`config.mk`:
```
export PLATFORM = sky130hd
export DESIGN_NAME = ts_pid_filter_cc_check_core
export DESIGN_NICKNAME = d
export VERILOG_FILES = /design/src/rtl/tspf_pkg.sv /design/src/rtl/tspf_front.sv /design/src/rtl/tspf_queue.sv /design/src/rtl/tspf_back.sv /design/src/rtl/ts_pid_filter_cc_check_core.sv
export SDC_FILE = /design/constraint.sdc
export NUM_CORES = 1
export LEC_CHECK = 0
export BUFFER_PORTS_ARGS = -buffer_cell sky130_fd_sc_hd__buf_2
export CAP_MARGIN = 20
export CELL_PAD_IN_SITES_DETAIL_PLACEMENT = 1
export CELL_PAD_IN_SITES_GLOBAL_PLACEMENT = 2
export CORE_MARGIN = 1.5
export CORE_UTILIZATION = 52
export CTS_BUF_LIST = sky130_fd_sc_hd__clkbuf_4 sky130_fd_sc_hd__clkbuf_8 sky130_fd_sc_hd__clkbuf_16
export CTS_CLUSTER_SIZE = 28
export DETAILED_ROUTE_END_ITERATION = 16
export PLACE_DENSITY = 0.8
export SETUP_SLACK_MARGIN = 0.1
export SLEW_MARGIN = 25
export SYNTH_ARGS = -nofsm -noshare
export SYNTH_HDL_FRONTEND = slang
export SYNTH_SLANG_ARGS = --single-unit
```
`constraint.sdc`:
```
create_clock -name clk -period 14.3 [get_ports clk]
set_clock_uncertainty 0.2 [all_clocks]
set_input_delay 1.43 -clock clk [delete_from_list [all_inputs] [get_ports clk]]
set_output_delay 1.43 -clock clk [all_outputs]
set_load 0.1 [all_outputs]
```
`src/rtl/tspf_pkg.sv`:
```
// ----------------------------------------------------------------------------
// tspf_pkg
// Shared types and constants of the transport stream PID filter with
// continuity counter check.
// ----------------------------------------------------------------------------
`default_nettype none

package tspf_pkg;

    // stream framing
    localparam int              PACKET_BYTES   = 188;
    localparam int              POS_BITS       = 8;
    localparam logic [7:0]      LAST_POS       = 8'(PACKET_BYTES - 1);
    localparam logic [7:0]      POS_SYNC       = 8'd0;
    localparam logic [7:0]      POS_PID_HI     = 8'd1;
    localparam logic [7:0]      POS_PID_LO     = 8'd2;
    localparam logic [7:0]      POS_CC         = 8'd3;
    localparam logic [7:0]      SYNC_BYTE      = 8'h47;

    // header fields
    localparam int              PID_BITS       = 13;
    localparam int              CC_BITS        = 4;
    localparam int              PID_HI_BITS    = 5;
    localparam logic [12:0]     NULL_PID       = 13'h1fff;

    // configuration port
    localparam int              CFG_INDEX_BITS = 3;

    // result kinds
    localparam logic            KIND_BYTE      = 1'b0;
    localparam logic            KIND_SYNC_ERR  = 1'b1;

    // shown error total
    localparam int              TOTAL_BITS     = 16;
    localparam logic [15:0]     TOTAL_MAX      = 16'hffff;

    // queue between front and back
    localparam int              QUEUE_DEPTH    = 8;
    localparam int              QPTR_BITS      = 3;
    localparam int              QCNT_BITS      = 4;

    // beats of a header entry: three held bytes then the counter byte
    localparam logic [1:0]      PHASE_HOLD0    = 2'd0;
    localparam logic [1:0]      PHASE_HOLD1    = 2'd1;
    localparam logic [1:0]      PHASE_HOLD2    = 2'd2;
    localparam logic [1:0]      PHASE_LAST     = 2'd3;

    // one queued action for the back end
    typedef struct packed {
        logic                   kind;
        logic                   hdr;
        logic [2:0][7:0]        hold;
        logic [7:0]             data;
        logic                   last;
        logic                   cc_bad;
        logic [TOTAL_BITS-1:0]  total;
    } tspf_entry_t;

    // queue status toward its neighbors
    typedef struct packed {
        logic                   full;
        logic                   empty;
    } tspf_qstat_t;

endpackage : tspf_pkg

`default_nettype wire

```
`src/rtl/tspf_front.sv`:
```
// ----------------------------------------------------------------------------
// tspf_front
// Accepts stream bytes, tracks packet position, holds the header, matches
// the PID against the slots and checks the continuity counter. Each byte
// that causes output becomes one queue entry.
// ----------------------------------------------------------------------------
`default_nettype none

module tspf_front #(
    parameter int PID_SLOTS        = 6,
    parameter int ERROR_COUNT_BITS = 16
) (
    input  wire logic                                 clk,
    input  wire logic                                 rst_n,
    input  wire logic                                 in_valid,
    output logic                                      in_stall,
    input  wire logic [7:0]                           stream_byte,
    input  wire logic                                 cfg_valid,
    output logic                                      cfg_ready,
    input  wire logic [tspf_pkg::CFG_INDEX_BITS-1:0]  cfg_index,
    input  wire logic [tspf_pkg::PID_BITS-1:0]        cfg_data,
    input  wire tspf_pkg::tspf_qstat_t                qstat,
    output logic                                      push,
    output tspf_pkg::tspf_entry_t                     push_entry
);
    import tspf_pkg::*;

    localparam int                    CW       = (ERROR_COUNT_BITS > TOTAL_BITS) ?
                                                 ERROR_COUNT_BITS : TOTAL_BITS;
    localparam logic [ERROR_COUNT_BITS-1:0] COUNT_MAX = '1;

    logic [POS_BITS-1:0]            pos_reg, pos_next;
    logic [2:0][7:0]                hold_reg, hold_next;
    logic                           passing_reg, passing_next;
    logic                           ccbad_reg, ccbad_next;
    logic [PID_BITS-1:0]            slot_reg [PID_SLOTS];
    logic [PID_BITS-1:0]            slot_next [PID_SLOTS];
    logic [CC_BITS-1:0]             exp_reg [PID_SLOTS];
    logic [CC_BITS-1:0]             exp_next [PID_SLOTS];
    logic [PID_SLOTS-1:0]           seen_reg, seen_next;
    logic [ERROR_COUNT_BITS-1:0]    count_reg, count_next;

    logic                           accept;
    logic [PID_BITS-1:0]            pid;
    logic [CC_BITS-1:0]             cc;
    logic [PID_SLOTS-1:0]           hit;
    logic                           found;
    logic                           hdr_ok;
    logic                           hit_any;
    logic [CC_BITS-1:0]             exp_sel;
    logic                           seen_sel;
    logic                           cc_mismatch;
    logic [CW-1:0]                  count_ext;
    logic [TOTAL_BITS-1:0]          shown;

    assign accept    = in_valid && !in_stall;
    assign in_stall  = qstat.full;
    assign cfg_ready = 1'b1;

    // header fields
    assign pid    = {hold_reg[1][PID_HI_BITS-1:0], hold_reg[2]};
    assign cc     = stream_byte[CC_BITS-1:0];
    assign hdr_ok = (hold_reg[0] == SYNC_BYTE) && (pid != NULL_PID);

    // lowest numbered matching slot wins
    always_comb
    begin
        found    = 1'b0;
        exp_sel  = '0;
        seen_sel = 1'b0;
        for (int s = 0; s < PID_SLOTS; s++)
        begin
            hit[s] = (slot_reg[s] == pid) && !found;
            found  = found || (slot_reg[s] == pid);
            if (hit[s])
            begin
                exp_sel  = exp_reg[s];
                seen_sel = seen_reg[s];
            end
        end
    end

    assign hit_any     = hdr_ok && found;
    assign cc_mismatch = seen_sel && (exp_sel != cc);

    // clamped error total as shown on the output
    assign count_ext = CW'(count_next);
    assign shown     = (count_ext > CW'(TOTAL_MAX)) ? TOTAL_MAX : count_ext[TOTAL_BITS-1:0];

    // next state and queue entry
    always_comb
    begin
        pos_next     = pos_reg;
        hold_next    = hold_reg;
        passing_next = passing_reg;
        ccbad_next   = ccbad_reg;
        seen_next    = seen_reg;
        count_next   = count_reg;
        for (int s = 0; s < PID_SLOTS; s++)
        begin
            slot_next[s] = slot_reg[s];
            exp_next[s]  = exp_reg[s];
        end

        push              = 1'b0;
        push_entry.kind   = KIND_BYTE;
        push_entry.hdr    = 1'b0;
        push_entry.hold   = hold_reg;
        push_entry.data   = stream_byte;
        push_entry.last   = (pos_reg == LAST_POS);
        push_entry.cc_bad = ccbad_reg;
        push_entry.total  = shown;

        if (accept)
        begin
            pos_next = (pos_reg == LAST_POS) ? '0 : pos_reg + 1'b1;
            priority if (pos_reg == POS_SYNC)
            begin
                hold_next[0] = stream_byte;
                passing_next = 1'b0;
                ccbad_next   = 1'b0;
                if (stream_byte != SYNC_BYTE)
                begin
                    push              = 1'b1;
                    push_entry.kind   = KIND_SYNC_ERR;
                    push_entry.data   = '0;
                    push_entry.last   = 1'b0;
                    push_entry.cc_bad = 1'b0;
                end
            end
            else if (pos_reg == POS_PID_HI)
            begin
                hold_next[1] = stream_byte;
            end
            else if (pos_reg == POS_PID_LO)
            begin
                hold_next[2] = stream_byte;
            end
            else if (pos_reg == POS_CC)
            begin
                passing_next = hit_any;
                ccbad_next   = hit_any && cc_mismatch;
                if (hit_any)
                begin
                    for (int s = 0; s < PID_SLOTS; s++)
                    begin
                        if (hit[s])
                        begin
                            exp_next[s]  = cc + 1'b1;
                            seen_next[s] = 1'b1;
                        end
                    end
                    if (cc_mismatch && (count_reg != COUNT_MAX))
                    begin
                        count_next = count_reg + 1'b1;
                    end
                    push              = 1'b1;
                    push_entry.hdr    = 1'b1;
                    push_entry.cc_bad = cc_mismatch;
                end
            end
            else
            begin
                push = passing_reg;
            end
        end

        // slot register write restarts that slot's counter tracking
        if (cfg_valid && cfg_ready)
        begin
            for (int s = 0; s < PID_SLOTS; s++)
            begin
                if (cfg_index == CFG_INDEX_BITS'(s))
                begin
                    slot_next[s] = cfg_data;
                    seen_next[s] = 1'b0;
                end
            end
        end
    end

    // control and configuration state
    always_ff @(posedge clk or negedge rst_n)
    begin
        if (!rst_n)
        begin
            pos_reg     <= '0;
            passing_reg <= 1'b0;
            ccbad_reg   <= 1'b0;
            seen_reg    <= '0;
            count_reg   <= '0;
            for (int s = 0; s < PID_SLOTS; s++)
            begin
                slot_reg[s] <= NULL_PID;
                exp_reg[s]  <= '0;
            end
        end
        else
        begin
            pos_reg     <= pos_next;
            passing_reg <= passing_next;
            ccbad_reg   <= ccbad_next;
            seen_reg    <= seen_next;
            count_reg   <= count_next;
            for (int s = 0; s < PID_SLOTS; s++)
            begin
                slot_reg[s] <= slot_next[s];
                exp_reg[s]  <= exp_next[s];
            end
        end
    end

    // header bytes, written before they are read
    always_ff @(posedge clk)
    begin
        hold_reg <= hold_next;
    end

    // at most one counter moves per packet
    a_one_hit: assert property (@(posedge clk) disable iff (!rst_n)
        $onehot0(hit))
        else $error("more than one slot selected");

    // a passing packet never started with a bad sync byte
    a_pass_sync: assert property (@(posedge clk) disable iff (!rst_n)
        passing_reg && (pos_reg != POS_SYNC) && (pos_reg > POS_CC) |->
        (hold_reg[0] == SYNC_BYTE))
        else $error("packet passing without sync byte");

endmodule : tspf_front

`default_nettype wire

```
`src/rtl/tspf_queue.sv`:
```
// ----------------------------------------------------------------------------
// tspf_queue
// Small first-in first-out queue of entries between front and back.
// ----------------------------------------------------------------------------
`default_nettype none

module tspf_queue (
    input  wire logic                   clk,
    input  wire logic                   rst_n,
    input  wire logic                   push,
    input  wire tspf_pkg::tspf_entry_t  push_entry,
    input  wire logic                   pop,
    output tspf_pkg::tspf_entry_t       head,
    output tspf_pkg::tspf_qstat_t       qstat
);
    import tspf_pkg::*;

    tspf_entry_t            mem_reg [QUEUE_DEPTH];
    logic [QPTR_BITS-1:0]   wr_ptr_reg, wr_ptr_next;
    logic [QPTR_BITS-1:0]   rd_ptr_reg, rd_ptr_next;
    logic [QCNT_BITS-1:0]   cnt_reg, cnt_next;
    logic                   do_push;
    logic                   do_pop;

    assign qstat.full  = (cnt_reg == QCNT_BITS'(QUEUE_DEPTH));
    assign qstat.empty = (cnt_reg == '0);
    assign do_push     = push && !qstat.full;
    assign do_pop      = pop && !qstat.empty;
    assign head        = mem_reg[rd_ptr_reg];

    // pointer and fill updates
    always_comb
    begin
        wr_ptr_next = do_push ? wr_ptr_reg + 1'b1 : wr_ptr_reg;
        rd_ptr_next = do_pop ? rd_ptr_reg + 1'b1 : rd_ptr_reg;
        cnt_next    = cnt_reg + QCNT_BITS'(do_push) - QCNT_BITS'(do_pop);
    end

    always_ff @(posedge clk or negedge rst_n)
    begin
        if (!rst_n)
        begin
            wr_ptr_reg <= '0;
            rd_ptr_reg <= '0;
            cnt_reg    <= '0;
        end
        else
        begin
            wr_ptr_reg <= wr_ptr_next;
            rd_ptr_reg <= rd_ptr_next;
            cnt_reg    <= cnt_next;
        end
    end

    // entry storage
    always_ff @(posedge clk)
    begin
        if (do_push)
        begin
            mem_reg[wr_ptr_reg] <= push_entry;
        end
    end

    a_no_overflow: assert property (@(posedge clk) disable iff (!rst_n)
        push |-> !qstat.full)
        else $error("push into full queue");

    a_fill_bound: assert property (@(posedge clk) disable iff (!rst_n)
        cnt_reg <= QCNT_BITS'(QUEUE_DEPTH))
        else $error("queue fill beyond depth");

endmodule : tspf_queue

`default_nettype wire

```
`src/rtl/tspf_back.sv`:
```
// ----------------------------------------------------------------------------
// tspf_back
// Carries out queued entries: a header entry becomes four output beats,
// any other entry one. Drives the registered output channel.
// ----------------------------------------------------------------------------
`default_nettype none

module tspf_back (
    input  wire logic                                   clk,
    input  wire logic                                   rst_n,
    input  wire tspf_pkg::tspf_entry_t                  head,
    input  wire tspf_pkg::tspf_qstat_t                  qstat,
    output logic                                        pop,
    output logic                                        out_valid,
    input  wire logic                                   out_stall,
    output logic                                        result_kind,
    output logic [7:0]                                  out_byte,
    output logic                                        packet_end,
    output logic                                        cc_error,
    output logic [tspf_pkg::TOTAL_BITS-1:0]             error_total
);
    import tspf_pkg::*;

    logic [1:0]             phase_reg, phase_next;
    logic                   valid_reg, valid_next;
    logic                   kind_reg;
    logic [7:0]             byte_reg;
    logic                   end_reg;
    logic                   ccerr_reg;
    logic [TOTAL_BITS-1:0]  total_reg;
    logic                   load;
    logic                   final_beat;
    logic [7:0]             sel_byte;

    assign load       = !qstat.empty && (!valid_reg || !out_stall);
    assign final_beat = !head.hdr || (phase_reg == PHASE_LAST);
    assign pop        = load && final_beat;

    // byte of the current beat
    always_comb
    begin
        sel_byte = head.data;
        if (head.hdr)
        begin
            unique case (phase_reg)
                PHASE_HOLD0: sel_byte = head.hold[0];
                PHASE_HOLD1: sel_byte = head.hold[1];
                PHASE_HOLD2: sel_byte = head.hold[2];
                PHASE_LAST:  sel_byte = head.data;
                default:     sel_byte = head.data;
            endcase
        end
    end

    // beat sequencing and output valid
    always_comb
    begin
        phase_next = phase_reg;
        valid_next = valid_reg;
        if (load)
        begin
            phase_next = final_beat ? PHASE_HOLD0 : phase_reg + 1'b1;
            valid_next = 1'b1;
        end
        else if (!out_stall)
        begin
            valid_next = 1'b0;
        end
    end

    always_ff @(posedge clk or negedge rst_n)
    begin
        if (!rst_n)
        begin
            phase_reg <= PHASE_HOLD0;
            valid_reg <= 1'b0;
        end
        else
        begin
            phase_reg <= phase_next;
            valid_reg <= valid_next;
        end
    end

    // output payload register
    always_ff @(posedge clk)
    begin
        if (load)
        begin
            kind_reg  <= head.kind;
            byte_reg  <= sel_byte;
            end_reg   <= head.last && final_beat;
            ccerr_reg <= head.cc_bad;
            total_reg <= head.total;
        end
    end

    assign out_valid   = valid_reg;
    assign result_kind = kind_reg;
    assign out_byte    = byte_reg;
    assign packet_end  = end_reg;
    assign cc_error    = ccerr_reg;
    assign error_total = total_reg;

    // mid-header beats always belong to a header entry still queued
    a_phase_head: assert property (@(posedge clk) disable iff (!rst_n)
        (phase_reg != PHASE_HOLD0) |-> (!qstat.empty && head.hdr))
        else $error("header beat without header entry");

    // a sync error report carries no packet flags
    a_sync_clean: assert property (@(posedge clk) disable iff (!rst_n)
        valid_reg && (kind_reg == KIND_SYNC_ERR) |->
        (byte_reg == '0) && !end_reg && !ccerr_reg)
        else $error("sync error report with packet flags");

endmodule : tspf_back

`default_nettype wire

```
`src/rtl/ts_pid_filter_cc_check_core.sv`:
```
// ----------------------------------------------------------------------------
// ts_pid_filter_cc_check_core
// Transport stream PID filter with per-slot continuity counter check.
//
//   channel   direction  handshake             payload
//   input     in         in_valid / in_stall   stream_byte
//   output    out        out_valid / out_stall result_kind, out_byte,
//                                              packet_end, cc_error, error_total
//   config    in         cfg_valid / cfg_ready cfg_index, cfg_data
//
// One byte per cycle with no gaps; the front takes a byte every cycle the
// eight-entry queue is not full. The counter byte of a passed packet yields
// four beats; while the back drains them with no output stall, the queue
// holds at most four entries, and it drains during the next packet's header
// bytes. An accepted byte passes the queue and the output register to a beat.
// Reset clears position, packet flags, counters and slots (to the null PID).
// Output stall backs up the queue and then stalls the input.
// ----------------------------------------------------------------------------
`default_nettype none

module ts_pid_filter_cc_check_core #(
    parameter int PID_SLOTS        = 6,
    parameter int ERROR_COUNT_BITS = 16
) (
    input  wire logic                                 clk,
    input  wire logic                                 rst_n,
    input  wire logic                                 in_valid,
    output logic                                      in_stall,
    input  wire logic [7:0]                           stream_byte,
    output logic                                      out_valid,
    input  wire logic                                 out_stall,
    output logic                                      result_kind,
    output logic [7:0]                                out_byte,
    output logic                                      packet_end,
    output logic                                      cc_error,
    output logic [tspf_pkg::TOTAL_BITS-1:0]           error_total,
    input  wire logic                                 cfg_valid,
    output logic                                      cfg_ready,
    input  wire logic [tspf_pkg::CFG_INDEX_BITS-1:0]  cfg_index,
    input  wire logic [tspf_pkg::PID_BITS-1:0]        cfg_data
);
    import tspf_pkg::*;

    tspf_qstat_t    qstat;
    tspf_entry_t    push_entry;
    tspf_entry_t    head;
    logic           push;
    logic           pop;

    // classify bytes and track counters
    tspf_front #(
        .PID_SLOTS        (PID_SLOTS),
        .ERROR_COUNT_BITS (ERROR_COUNT_BITS)
    ) u_front (
        .clk         (clk),
        .rst_n       (rst_n),
        .in_valid    (in_valid),
        .in_stall    (in_stall),
        .stream_byte (stream_byte),
        .cfg_valid   (cfg_valid),
        .cfg_ready   (cfg_ready),
        .cfg_index   (cfg_index),
        .cfg_data    (cfg_data),
        .qstat       (qstat),
        .push        (push),
        .push_entry  (push_entry)
    );

    // decoupling queue
    tspf_queue u_queue (
        .clk        (clk),
        .rst_n      (rst_n),
        .push       (push),
        .push_entry (push_entry),
        .pop        (pop),
        .head       (head),
        .qstat      (qstat)
    );

    // expand entries into output beats
    tspf_back u_back (
        .clk         (clk),
        .rst_n       (rst_n),
        .head        (head),
        .qstat       (qstat),
        .pop         (pop),
        .out_valid   (out_valid),
        .out_stall   (out_stall),
        .result_kind (result_kind),
        .out_byte    (out_byte),
        .packet_end  (packet_end),
        .cc_error    (cc_error),
        .error_total (error_total)
    );

endmodule : ts_pid_filter_cc_check_core

`default_nettype wire
```
==> impl_metrics.csv, run 1 <==
group,metric,value,unit
outcome,outcome,"finished, final reports clean",
sta,fmax,0.178,GHz
layout,fin_area,0.0283,mm^2
synthesis,synth.net_count,1432,
setup_path,reg2reg_slack,8.70,ns
routing,vias,12800,
power_and_ir_drop,p_int,3.55,mW
layout,drive_above_1_share,0.359,
global_routing,grt_pass1_wl,88700,um
power_and_ir_drop,p_sw,1.54,mW
cts,clock-root-buffer,"clkbuf_16",
synthesis,synthCells,1384,
floorplan,core_region_area,0.0477,mm^2
cts,worstSkewPairLatency,0.63,ns
setup_path,timing.rr.start,"u_front.push_entry[42]$_DFFE_PP_",
power_and_ir_drop,switching_share,0.303,
setup_path,end_kind,"flip-flop",
layout,n_fill_cell,4154,
place,routabilityCongestion,0.840,
routing,drt_first_pass_iters,5,
layout,n_antenna_cell,0,
setup_path,crit_end,"u_queue.mem_reg[0][3]$_DFFE_PP_",
global_routing,grt_pass1_vias,13800,
global_routing,overflow,0,
setup_path,path_cells,"xor2_1, nor4_1, and4_1, or3_4, nor2_4, a2111oi_4, mux2i_1, o21ai_1, nand2b_1, nor3_2, buf_4",
place,place_hpwl,35900,um
sta,rsz0062_at_grt,"false",
setup_path,arrival,5.64,ns
layout,multi_input_area,0.00711,mm^2
cts,cts_buffers,59,
power_and_ir_drop,power.share.clock,0.312,
place,port_buffers,57,
floorplan,die_area,0.0498,mm^2
routing,vias_per_cell,5.99,
layout,regArea,0.0178,mm^2
global_routing,grtUsageTotal,0.244,
setup_path,cp_max_fo,47,
cts,holdBufCountCts,0,
floorplan,die_x,223,um
power_and_ir_drop,p_seq_frac,0.445,
setup_path,slowest_delay,0.78,ns
synthesis,ys.flop_type,"edfxtp_1",
synthesis,synth_cell_types,64,
setup_path,ff2ff_path_depth,11,
setup_path,cp.required,14.34,ns
cts,htreeDepth,2,
setup_path,r2r-end,"u_queue.mem_reg[0][3]$_DFFE_PP_",
sta,finalCritPeriodShare,0.392,
setup_path,critPathLaunchType,"flip-flop",
synthesis,ys_seq_elements,614,
cts,postCtsSetupBuffers,0,
layout,final_core_util,0.592,
power_and_ir_drop,peakVddDrop,0.116,mV
power_and_ir_drop,p_per_area,180,mW/mm^2
floorplan,io_pins,59,
synthesis,async_flop_share,0.239,
cts,post_cts_resized,0,
hold_path,hold_path_class,"reg -> reg",
synthesis,syn_area_per_cell,18.2,um^2
cts,cts_tree,"built",
synthesis,synth_area,0.0252,mm^2
sta,tns,0,ns
routing,wl_per_cell,27.5,um
place,placed_cells,2016,
sta,tightest_slew,1.10,ns
routing,drc_errors,0,
floorplan,start_util,0.528,
setup_path,crit_type,"reg -> reg",
setup_path,cp-startpoint,"u_front.push_entry[42]$_DFFE_PP_",
sta,finalWorstPathRequiredPeriod,5.60,ns
layout,stdcell_count,2128,
power_and_ir_drop,p_comb_frac,0.243,
sta,drv_slew,0,
global_routing,antenna_found_initial,1,
floorplan,fp.dieH,223,um
sta,hold_violations,0,
setup_path,cp_slowest_cell,"buf_4",
sta,maxSlewHeadroom,0.262,
routing,routed_wl,58400,um
global_routing,grt_max_degree,87,
sta,setup_viol,0,
job,drv_cap,0,
cts,clockBufferDepth,3,
floorplan,rows,80,
synthesis,synth_warnings,0,
cts,clkTransAtPathRegs,0.06,ns
cts,cts_sinks,614,
routing,ant_nets,0,
layout,nets,1510,
synthesis,ys_seq_area_frac,0.706,
layout,area_delta_synth_final,12.2,%
power_and_ir_drop,p_leak,9.77,nW
synthesis,synth_enable_flop_cells,467,
place,place_area,0.0262,mm^2
routing,drt_iter0_drc,979,
layout,largest_reg_flops,416,
[logic make-up after synthesis]
logic type	synth area share
other	0.000149
AO/OA/AOI/OAI	0.0201
multiplexers	0.161
AND/OR/NAND/NOR	0.0482
buffers and inverters	0.0169
flip-flops	0.706
adder cells (fa/ha/maj)	0.00973
XOR/XNOR	0.0379
[cell type report]
cell class / instances / share of cell area
Tap cell: 615 / 0.0272
Timing Repair Buffer: 82 / 0.0172
Clock buffer: 84 / 0.0612
Inverter: 27 / 0.00358
Clock inverter: 28 / 0.00952
Sequential cell: 614 / 0.630
Multi-Input combinational cell: 678 / 0.251
[metal layers]
| layer | track usage | up-vias | share of wire |
|---|---|---|---|
| met4 | 0.0682 | 0 | 0.025 |
| met3 | 0.0425 | 87 | 0.052 |
| met1 | 0.350 | 6801 | 0.44 |
| li1 | - | 5535 | - |
| met5 | 0 | - | 0 |
| met2 | 0.388 | 329 | 0.48 |
[through the flow]
step / power, mW / hold WS (ns) / worst slack, ns
final: 5.08 / 0.291 / 8.70
after floorplan: 3.21 / 0.241 / 7.30
after detailed placement: 3.55 / 0.276 / 8.67
after CTS: 5.14 / 0.294 / 8.65
after global routing: 5.28 / 0.331 / 8.30
after global placement: 3.52 / 0.267 / 8.79
[cells in the final DEF (no fill, tap or decap), drive strengths merged, types with 28 or more instances in the layout]
master / instances
mux4: 104
nand2: 56
dfstp: 78
edfxtp: 467
mux2: 140
xnor2: 73
buf: 82
dfrtp: 69
clkbuf: 84
xor2: 36
nor2: 42
nand3: 31
inv: 28
[worst max-delay path, delay by kind of cell (launching register included)]
kind | cells | cell delay [ns]
AOI/OAI and AO/OA | 2 | 0.97
xor gates and xnor gates | 1 | 0.27
buffers and inverters | 1 | 0.78
DFF | 1 | 0.67
muxes | 1 | 0.15
and+or+nand+nor | 6 | 2.11
[power groups by stage]
stage,clock [mW],sequential [mW],combinational (mW)
2_1_floorplan,0,2.44,0.773
5_1_grt,1.68,2.28,1.32
6_report,1.59,2.26,1.23
3_3_place_gp,0,2.29,1.23
3_5_place_dp,0,2.30,1.25
4_1_cts,1.62,2.26,1.26
[Yosys cell counts (all sizes together), types with 4 or more instances]
library cell,count,area [um^2]
and3,7,43.8
a21oi,21,105
edfxtp,467,14000
nand2b,6,37.5
nand4,19,119
clkbuf,36,136
inv,27,101
mux2i,13,130
nand2,56,210
mux2,140,1580
dfrtp,69,1730
nand4b,4,35.0
nor2,42,165
o221ai,8,70.1
and2,13,83.8
mux4,104,2340
nand3,31,168
xor2,36,315
nor3,11,71.3
buf,29,189
nor4,12,130
dfstp,78,2050
nand3b,4,30.0
xnor2,73,639
a22oi,9,67.6
o21ai,13,65.1
ha,18,225
o31ai,4,30.0
[worst min path at each step]
stage	endpoint	startpoint	slack, ns	cells past startpoint
floorplan	u_front.exp_reg[8]$_DFFE_PN0P_	u_front.exp_reg[8]$_DFFE_PN0P_	0.24	2
global route	u_front.seen_reg[5]$_DFF_PN0_	u_front.seen_reg[5]$_DFF_PN0_	0.33	1
detailed placement	u_front.passing_reg$_DFFE_PN0P_	u_front.passing_reg$_DFFE_PN0P_	0.28	2
global placement	u_front.passing_reg$_DFFE_PN0P_	u_front.passing_reg$_DFFE_PN0P_	0.27	2
CTS	u_front.exp_reg[12]$_DFFE_PN0P_	u_front.exp_reg[12]$_DFFE_PN0P_	0.29	2
finish	u_front.exp_reg[12]$_DFFE_PN0P_	u_front.exp_reg[12]$_DFFE_PN0P_	0.29	2
Note: power is estimated with default switching activity, not from simulation.
==> inputs of run 2 (changes only) <==
Settings changed: ABC_AREA set to 1, CORE_UTILIZATION 52 to 38, PLACE_DENSITY 0.8 to 0.71.
Clock period 14.3 ns to 4.8 ns, I/O delays scaled along.
==> run 2 against run 1 <==
Against the previous run:
- sequential power rose to 2.8 times the previous value
- global-route usage fell by 2.6 points
- hold slack got worse by 0.24 ns
- synthesized cell count rose by 72%
- final cell count grew 60%
- die area increased by 42%
- setup slack worse by 8.1 ns
- combinational power increased to 3.9 times the previous value
- clock power rose to 3.5 times the previous value
- total power rose to 3.3 times the previous value
- critical path depth rose by 8
- sequential share of layout area down 4.4 points
==> impl_metrics.csv, run 2 <==
group,metric,value,unit
setup_path,cp.required,4.91,ns
setup_path,ff2ff_path_depth,19,
global_routing,grt_pass1_vias,19000,
hold_path,hold_path_class,"in -> reg",
setup_path,cp_max_fo,16,
setup_path,arrival,4.36,ns
floorplan,die_x,266,um
setup_path,timing.rr.start,"u_front.push_entry[48]$_DFFE_PP_",
cts,worstSkewPairLatency,0.62,ns
power_and_ir_drop,peakVddDrop,0.449,mV
hold_path,whs_path_depth,1,
power_and_ir_drop,p_seq_frac,0.383,
setup_path,path_cells,"inv_2, nand2_1, nand2_1, nand3_1, nor2_1, nand2_4, nand2_4, nor2_8, nand4_4, or2_1, nand3_1, nand2_1, nand2_1, inv_1, nand2_2, nand2_4, nor2_8, nand2_2, xor2_1",
setup_path,r2r-end,"u_queue.mem_reg[4][12]$_DFFE_PP_",
sta,hold-worst-slack,0.0548,ns
floorplan,core_region_area,0.0685,mm^2
cts,clkTransAtPathRegs,0.06,ns
power_and_ir_drop,p_leak,11.6,nW
global_routing,grt_max_degree,206,
setup_path,crit_type,"reg -> reg",
layout,n_fill_cell,7337,
sta,finalWorstPathRequiredPeriod,4.25,ns
power_and_ir_drop,power.share.clock,0.333,
routing,drc_errors,0,
power_and_ir_drop,p_int,10.8,mW
job,drv_cap,0,
synthesis,synth_enable_flop_cells,467,
synthesis,ys.flop_type,"edfxtp_1",
routing,ant_nets,0,
setup_path,crit_family,"simple AND/OR/NAND/NOR gates",
cts,cts_sinks,614,
layout,n_antenna_cell,0,
synthesis,synth_top_area_cell,"edfxtp_1",
sta,drv_slew,0,
layout,drive_above_1_share,0.151,
routing,vias,18000,
global_routing,grt_pass1_wl,116000,um
setup_path,slowest_delay,0.85,ns
synthesis,syn_area_per_cell,11.1,um^2
synthesis,synth_warnings,0,
global_routing,overflow,0,
setup_path,end_kind,"flip-flop",
setup_path,critPathMostFrequentCell,"nand2_1",
floorplan,die_area,0.0706,mm^2
power_and_ir_drop,p_per_area,553,mW/mm^2
cts,clock-root-buffer,"clkbuf_16",
synthesis,ys_seq_elements,614,
sta,tightest_slew,0.990,ns
layout,nets,2507,
synthesis,async_flop_share,0.239,
synthesis,yosys.area.top_type_share,0.534,
sta,postLayoutSetupSlackWorst,0.554,ns
floorplan,fp.dieH,266,um
place,place_hpwl,45800,um
sta,finalCritPeriodShare,0.885,
routing,wl_per_cell,22.2,um
setup_path,critPathLaunchType,"flip-flop",
global_routing,grtUsageTotal,0.218,
synthesis,synth.most_common_cell,"edfxtp_1",
global_routing,antenna_found_initial,1,
floorplan,start_util,0.383,
layout,regArea,0.0178,mm^2
hold_path,holdCritStartpoint,"stream_byte[6]",
place,pre_cts_ws,0.527,ns
layout,final_common_cell,"edfxtp_1",
synthesis,synthTopCellsByCount,"edfxtp_1, nor2_1, nand2_1, o21ai_0, inv_1",
hold_path,whs_endpoint,"u_front.push_entry[48]$_DFFE_PP_",
routing,routed_wl,75400,um
power_and_ir_drop,p_comb_frac,0.284,
power_and_ir_drop,switching_share,0.357,
power_and_ir_drop,p_sw,6.01,mW
place,routabilityCongestion,0.816,
synthesis,synth_cell_types,53,
sta,setup_viol,0,
floorplan,rows,96,
sta,maxSlewHeadroom,0.340,
sta,fmax,0.236,GHz
routing,vias_per_cell,5.30,
synthesis,synth_area,0.0262,mm^2
place,port_buffers,57,
layout,area_delta_synth_final,15.7,%
layout,multi_input_area,0.00733,mm^2
synthesis,synthCells,2374,
sta,rsz0062_at_grt,"false",
cts,cts_tree,"built",
outcome,outcome,"finished, final reports clean",
routing,drt_iter0_drc,1058,
synthesis,ys_top_cells_by_area,"edfxtp_1, dfstp_2, dfrtp_1",
cts,htreeDepth,3,
setup_path,cp_num_buf_inv,2,
synthesis,ys_seq_area_frac,0.678,
layout,mostFrequentLayoutCells,"edfxtp_1, nor2_1, nand2_1, o21ai_0, inv_1",
layout,largest_reg_flops,416,
cts,clockBufferDepth,3,
setup_path,cp_slowest_cell,"edfxtp_1",
synthesis,synth.net_count,2422,
cts,cts_buffers,70,
floorplan,io_pins,59,
routing,drt_first_pass_iters,4,
sta,tns,0,ns
sta,hold_violations,0,
setup_path,reg2reg_slack,0.55,ns
## run 2: per-layer routing
layer	track usage	routed length [um]	share of wire
met4	0.0643	1690	0.022
met3	0.0274	2890	0.038
met2	0.364	36200	0.48
met1	0.297	34700	0.46
met5	0	0	0
## run 2: per-stage QoR
step,cells,power (mW),instance area [um^2],util
detailed placement,3251,11.3,27800,0.406
finish,3395,16.8,30400,0.444
global route,3395,17.6,30400,0.444
global placement,3251,11.2,27800,0.406
CTS,3395,17.0,30400,0.443
floorplan,2374,9.88,26300,-
## run 2: logic make-up (layout without fill, tap and decap cells)
group	Yosys count	after routing	synth area share
buffers and inverters	305	444	0.0463
AO/OA/AOI/OAI	498	498	0.107
adder cells (fa/ha/maj)	19	19	0.00935
other	1	1	0.000143
XOR/XNOR	43	43	0.0144
AND/OR/NAND/NOR	894	894	0.144
flip-flops	614	614	0.678
## run 2: final cells by class
| type | count | share of cell area |
|---|---|---|
| well taps | 882 | 0.0363 |
| clock buffers | 79 | 0.0611 |
| multi-input cells | 1455 | 0.241 |
| inverters | 195 | 0.0245 |
| repair buffers | 123 | 0.0319 |
| clock inverters | 47 | 0.0183 |
| flip-flops and latches | 614 | 0.586 |
## run 2: what timing repair did
item	4_1_cts	5_1_grt
hold endpoints to repair	91	0
hold buffers	18	0
resized for setup	0	0
setup buffers	0	0
setup endpoints to repair	0	0
## run 2: how the worst max path moves through the flow
stage                     cells after the start                               end                        startpoint
final                                        19  u_queue.mem_reg[4][12]$_DFFE_PP_  u_front.push_entry[48]$_DFFE_PP_
after global routing                         20  u_queue.mem_reg[4][12]$_DFFE_PP_  u_front.push_entry[49]$_DFFE_PP_
after CTS                                    16  u_queue.mem_reg[0][26]$_DFFE_PP_  u_front.push_entry[44]$_DFFE_PP_
after detailed placement                     16  u_queue.mem_reg[0][22]$_DFFE_PP_  u_front.push_entry[44]$_DFFE_PP_
after global placement                       16  u_queue.mem_reg[0][31]$_DFFE_PP_  u_front.push_entry[44]$_DFFE_PP_
after floorplan                              17   u_queue.mem_reg[0][0]$_DFFE_PP_  u_front.push_entry[36]$_DFFE_PP_
## run 2: power by group through the flow
stage | sequential [mW] | combinational (mW) | clock (mW)
after CTS | 6.44 | 4.84 | 5.72
after global routing | 6.48 | 5.27 | 5.90
after floorplan | 7.33 | 2.54 | 0
after global placement | 6.53 | 4.68 | 0
final | 6.43 | 4.77 | 5.60
after detailed placement | 6.54 | 4.80 | 0
